## src/rtl/assert_macros.svh

```systemverilog
// Assertion macros for the timer table RTL.
`ifndef ASSERT_MACROS_SVH
`define ASSERT_MACROS_SVH
`ifndef SYNTHESIS
// Check a property on every clock edge outside reset.
`define PTT_ASSERT(lbl, clk, rst_n, prop) \
  lbl: assert property (@(posedge clk) disable iff (!rst_n) (prop)) \
    else $error("timer table assertion failed");
// Check that a condition never holds outside reset.
`define PTT_NEVER(lbl, clk, rst_n, cond) \
  lbl: assert property (@(posedge clk) disable iff (!rst_n) !(cond)) \
    else $error("timer table forbidden condition seen");
`else
`define PTT_ASSERT(lbl, clk, rst_n, prop)
`define PTT_NEVER(lbl, clk, rst_n, cond)
`endif
`endif

```

## src/rtl/ptt_ram.sv

```systemverilog
// Generic single-write, single-read memory with registered read data.
module ptt_ram #(
  parameter int unsigned Width = 8,
  parameter int unsigned Depth = 16
) (
  input  logic                     clk_i,
  input  logic                     we_i,
  input  logic [$clog2(Depth)-1:0] waddr_i,
  input  logic [Width-1:0]         wdata_i,
  input  logic [$clog2(Depth)-1:0] raddr_i,
  output logic [Width-1:0]         rdata_o
);
  logic [Width-1:0] mem [Depth];

  // Write one word, read one word
  always_ff @(posedge clk_i) begin
    if (we_i) begin
      mem[waddr_i] <= wdata_i;
    end
    rdata_o <= mem[raddr_i];
  end
endmodule

```

## config.mk

```make
export PLATFORM = sky130hd
export DESIGN_NAME = ptt_ram
export DESIGN_NICKNAME = d
export VERILOG_FILES = /design/src/rtl/assert_macros.svh /design/src/rtl/ptt_ram.sv
export SDC_FILE = /design/constraint.sdc
export NUM_CORES = 1
export LEC_CHECK = 0
export BUFFER_PORTS_ARGS = -buffer_cell sky130_fd_sc_hd__buf_2
export CAP_MARGIN = 30
export CORE_MARGIN = 2
export CORE_UTILIZATION = 48
export CTS_CLUSTER_SIZE = 28
export DETAILED_ROUTE_END_ITERATION = 8
export PLACE_DENSITY_LB_ADDON = 0.15
export SKIP_LAST_GASP = 1
export SLEW_MARGIN = 0
export SYNTH_ARGS = -nofsm -noshare
export SYNTH_HDL_FRONTEND = slang
export SYNTH_SLANG_ARGS = --single-unit
```

## constraint.sdc

```tcl
create_clock -name clk_i -period 2.04 [get_ports clk_i]
set_input_delay 0.408 -clock clk_i [delete_from_list [all_inputs] [get_ports clk_i]]
set_output_delay 0.408 -clock clk_i [all_outputs]
set_load 0.01 [all_outputs]
```

==> results.txt <==
The minimum clock period came out at 1.41 ns. IR analysis of the VDD net gives a maximum drop of 528 uV. The logs give 0.634 ns for the worst path setup slack after routing and 2 for the number of buffers on the longest clock path. The placed instances occupy a cell area of 5550 um2. Timing would allow up to 711 MHz. After global routing the overflow that remains totals 0.

The post-synthesis sequential element count is 136, and the routed wire length is 9190 um. The vertical extent of the die is 108 um. The root buffer cell chosen for the clock tree is sky130_fd_sc_hd__clkbuf_8. For the total track usage, the log shows 0.179. In this run the most used layer during global routing was met2. The full die area was 11,600 um2. The number of design rule violations left after detail routing came out at 0. Worst endpoint data arrival time: 1.00 ns. The critical path starts at rdata_o[7].

The run finished with clean final reports. Routability-driven placement finished with a final weighted congestion of 0.736. Across the run, the number of max-cap violations was 0. The kind of cell adding the most delay to the critical path is flip-flops.

The number of gates on the worst path with buffers counted works out to 1. Setup violations remaining at the end of the flow were counted as 0. The mean cell area of the mapped netlist is 22.5 um2. Counting tap cells, the placed design contains a total of 403 instances. Summed over all nets, the half-perimeter wirelength after detailed placement is 5920 um. Measured in cells, the most critical reg-to-reg path has a length of 3. The final setup skew is 0.00490 ns, and the number of detailed-route iterations in the first pass is 4. The buffers inserted during post-CTS setup optimization came out at 0. After clock tree synthesis, the clock-pin slew on the worst setup and hold paths is 0.06 ns. The maximum fanout count along the critical path works out to 1.

Minimum hold slack: 0.278 ns. For the clock insertion delay at the later pin of the skew report, the log shows 0.51 ns. Buffers inserted to repair hold after CTS numbered 0. Synthesis produced a netlist with a net count of 247.

The count of buffers added on input and output ports is 25. CTS H-tree depth: 4. Setup repair after global routing left no endpoint under its margin.

The critical path goes through buf_2. The startpoint identified for the worst register-to-register timing path is mem[5][2]. The horizontal die dimension was 108 um.

The global routing met3 resource utilization is 0.0460. The cell type of the slowest stage on the worst timing path was sky130_fd_sc_hd__dfxtp_1. In this run the worst hold path is classified as primary input to flop. The final hold violation count was 0.

The tools report the starting utilization of the core area as 0.496. TritonCTS built the clock tree. The number of library cell types mapped by synthesis came out at 19. In this run the count of I/O pins placed on the die edge is 26.

After filler insertion, the fill cell instance count of the layout stands at 793. For the met2 capacity usage during global routing, the log shows 0.272. Excluding fillers, the count of instances in the completed layout stands at 436.

The final instance area came out at 6190 um2. In this run, post-CTS repair resized a total of 0 instances. The placeable core region was 10,400 um2.

For the number of global-route vias before repair, the log shows 2,505. The tools report the element type at the critical path start as a flop. The Yosys warning count is 0, and the register-to-register path setup slack is 0.65 ns. For the wire length of the first global-routing pass, the log shows 14,400 um.

After detailed routing, the number of vias per cell comes to 5.57. The power density normalized to cell area came out at 1070 nW/um2. The area growth from synthesis to layout is 20.2%. The area of the mapped netlist was 5150 um2. The endpoint identified for the worst register-to-register timing path is rdata_o[2]. The post-route fraction of the period consumed by the critical path is 0.689. The transition at the pin with the smallest max-transition slack is 0.370 ns. For this block, the initial DRC count from the detailed router was 106. Adding up every negative setup slack in the final design gives 0 ns. For the worst setup path, the data required time is 1.63 ns. The clock sink total came out at 136. For the number of standard cells after synthesis, the log shows 229. Dividing the detail-routed wire length by the instance count gives 21.1 um. For the number of slew-limit violations in the final report, the log shows 0. For the number of antenna violations at the first check in global routing, the log shows 1. The critical path ends at rdata_o[7]. The run gives 0.778 as the sequential cell area fraction in the yosys report.

In this run the remaining antenna-violating nets after routing total 0. The logs give 2,427 for the routed via count and 33 for the largest net degree at the start of global routing. The kind of critical path was flop to output pin. Clock tree synthesis inserted a total of 17 buffers. After floorplanning, the core was divided into 37 placement rows. The fraction of layout cells with a size suffix above 1 was 0.328. In this design, the stage delay of the slowest critical-path cell is 0.35 ns. Endpoint type of the worst setup path: an output pin. For this run, the post-layout net count is 304. The remaining max-slew budget at the tightest pin was 0.754. The met1 usage in global routing is 0.246, and the worst path buffer plus inverter count is 1. The analysis attributes to cell leakage a power of 2.13 nW. Before CTS, the worst setup slack after placement is 0.209 ns.
[per-stage QoR]
stage                     utilization  power (W)
after floorplan                     -    0.00336
after global placement          0.536    0.00349
after detailed placement        0.536    0.00350
after CTS                       0.596    0.00663
after global routing            0.597    0.00679
final                           0.597    0.00660
[flip-flops by register name, summed over array words and instances (netlist names)]
name	count
rdata_o	8
mem	128
[final cells by class]
type / instances / area (um2) / share of cell area
clock buffers: 21 / 459 / 0.0742
well taps: 136 / 170 / 0.0275
flip-flops and latches: 136 / 4000 / 0.647
multi-input cells: 83 / 1060 / 0.171
clock inverters: 11 / 170 / 0.0275
diodes: 1 / 2.50 / 0.000405
repair buffers: 48 / 323 / 0.0522
[synthesized netlist by cell type (all sizes together)]
cell type      number  area share
a22oi              16       0.023
and2                1      0.0012
and2b               1      0.0015
buf                 7       0.011
clkdlybuf4s25       3      0.0058
dfxtp               8       0.031
edfxtp            128        0.75
mux4               32        0.15
nand2               9      0.0066
nand2b              2      0.0024
nand3               1     0.00097
nand3b              2      0.0029
nor2               13      0.0095
nor2b               1      0.0012
nor3                4      0.0039
or3b                1      0.0017
[layer usage]
layer / vias to the layer above / wire length, um
met5: - / 0
met4: 0 / 205
met3: 13 / 321
met2: 53 / 4380
met1: 1270 / 4280
li1: 1091 / -
[report_power, final]
group / internal, W / switching (W) / leakage, nW / total [W]
logic: 0.000129 / 0.000163 / 0.601 / 0.000292
clock network: 0.00208 / 0.00108 / 0.300 / 0.00317
registers: 0.00312 / 0.0000182 / 1.22 / 0.00314
[layout by cell type (no fill, tap or decap)]
cell type	netlist	final
sky130_fd_sc_hd__edfxtp_1	128	128
sky130_fd_sc_hd__buf_2	3	25
sky130_fd_sc_hd__buf_4	1	21
sky130_fd_sc_hd__mux4_2	18	18
sky130_fd_sc_hd__a22oi_1	16	16
sky130_fd_sc_hd__clkbuf_16	0	16
sky130_fd_sc_hd__mux4_1	14	14
sky130_fd_sc_hd__nor2_1	13	13
sky130_fd_sc_hd__nand2_1	9	9
sky130_fd_sc_hd__dfxtp_1	8	8
sky130_fd_sc_hd__nor3_1	4	4
sky130_fd_sc_hd__clkbuf_8	0	4
sky130_fd_sc_hd__bufinv_16	0	4
sky130_fd_sc_hd__clkinvlp_4	0	3
sky130_fd_sc_hd__nand3b_1	2	2
sky130_fd_sc_hd__nand2b_1	2	2
sky130_fd_sc_hd__clkinv_2	0	2
sky130_fd_sc_hd__clkinv_4	0	2
sky130_fd_sc_hd__buf_12	0	2
sky130_fd_sc_hd__diode_2	0	1
sky130_fd_sc_hd__nor2b_1	1	1
sky130_fd_sc_hd__and2_1	1	1
sky130_fd_sc_hd__and2b_1	1	1
sky130_fd_sc_hd__nand3_1	1	1
sky130_fd_sc_hd__or3b_2	1	1
sky130_fd_sc_hd__clkbuf_1	0	1
[worst min path at each step]
| stage | cells past startpoint | slack, ns | startpoint | endpoint |
|---|---|---|---|---|
| 2_1_floorplan | 0 | 0.51 | wdata_i[0] | mem[0][0] |
| 3_3_place_gp | 3 | 0.66 | mem[11][1] | rdata_o[1] |
| 3_5_place_dp | 3 | 0.66 | mem[12][1] | rdata_o[1] |
| 4_1_cts | 1 | 0.27 | wdata_i[3] | mem[5][3] |
| 5_1_grt | 1 | 0.28 | wdata_i[1] | mem[5][1] |
| 6_report | 1 | 0.28 | wdata_i[3] | mem[4][3] |
[logic make-up (layout without fill, tap and decap cells)]
family,Yosys count,after routing,share of synthesized area
other,0,1,0
buffers and inverters,10,80,0.0168
AO/OA/AOI/OAI,16,16,0.0233
flip-flops,136,136,0.778
multiplexers,32,32,0.150
AND/OR/NAND/NOR,35,35,0.0318
No activity file was read; power rests on OpenSTA's default activity.
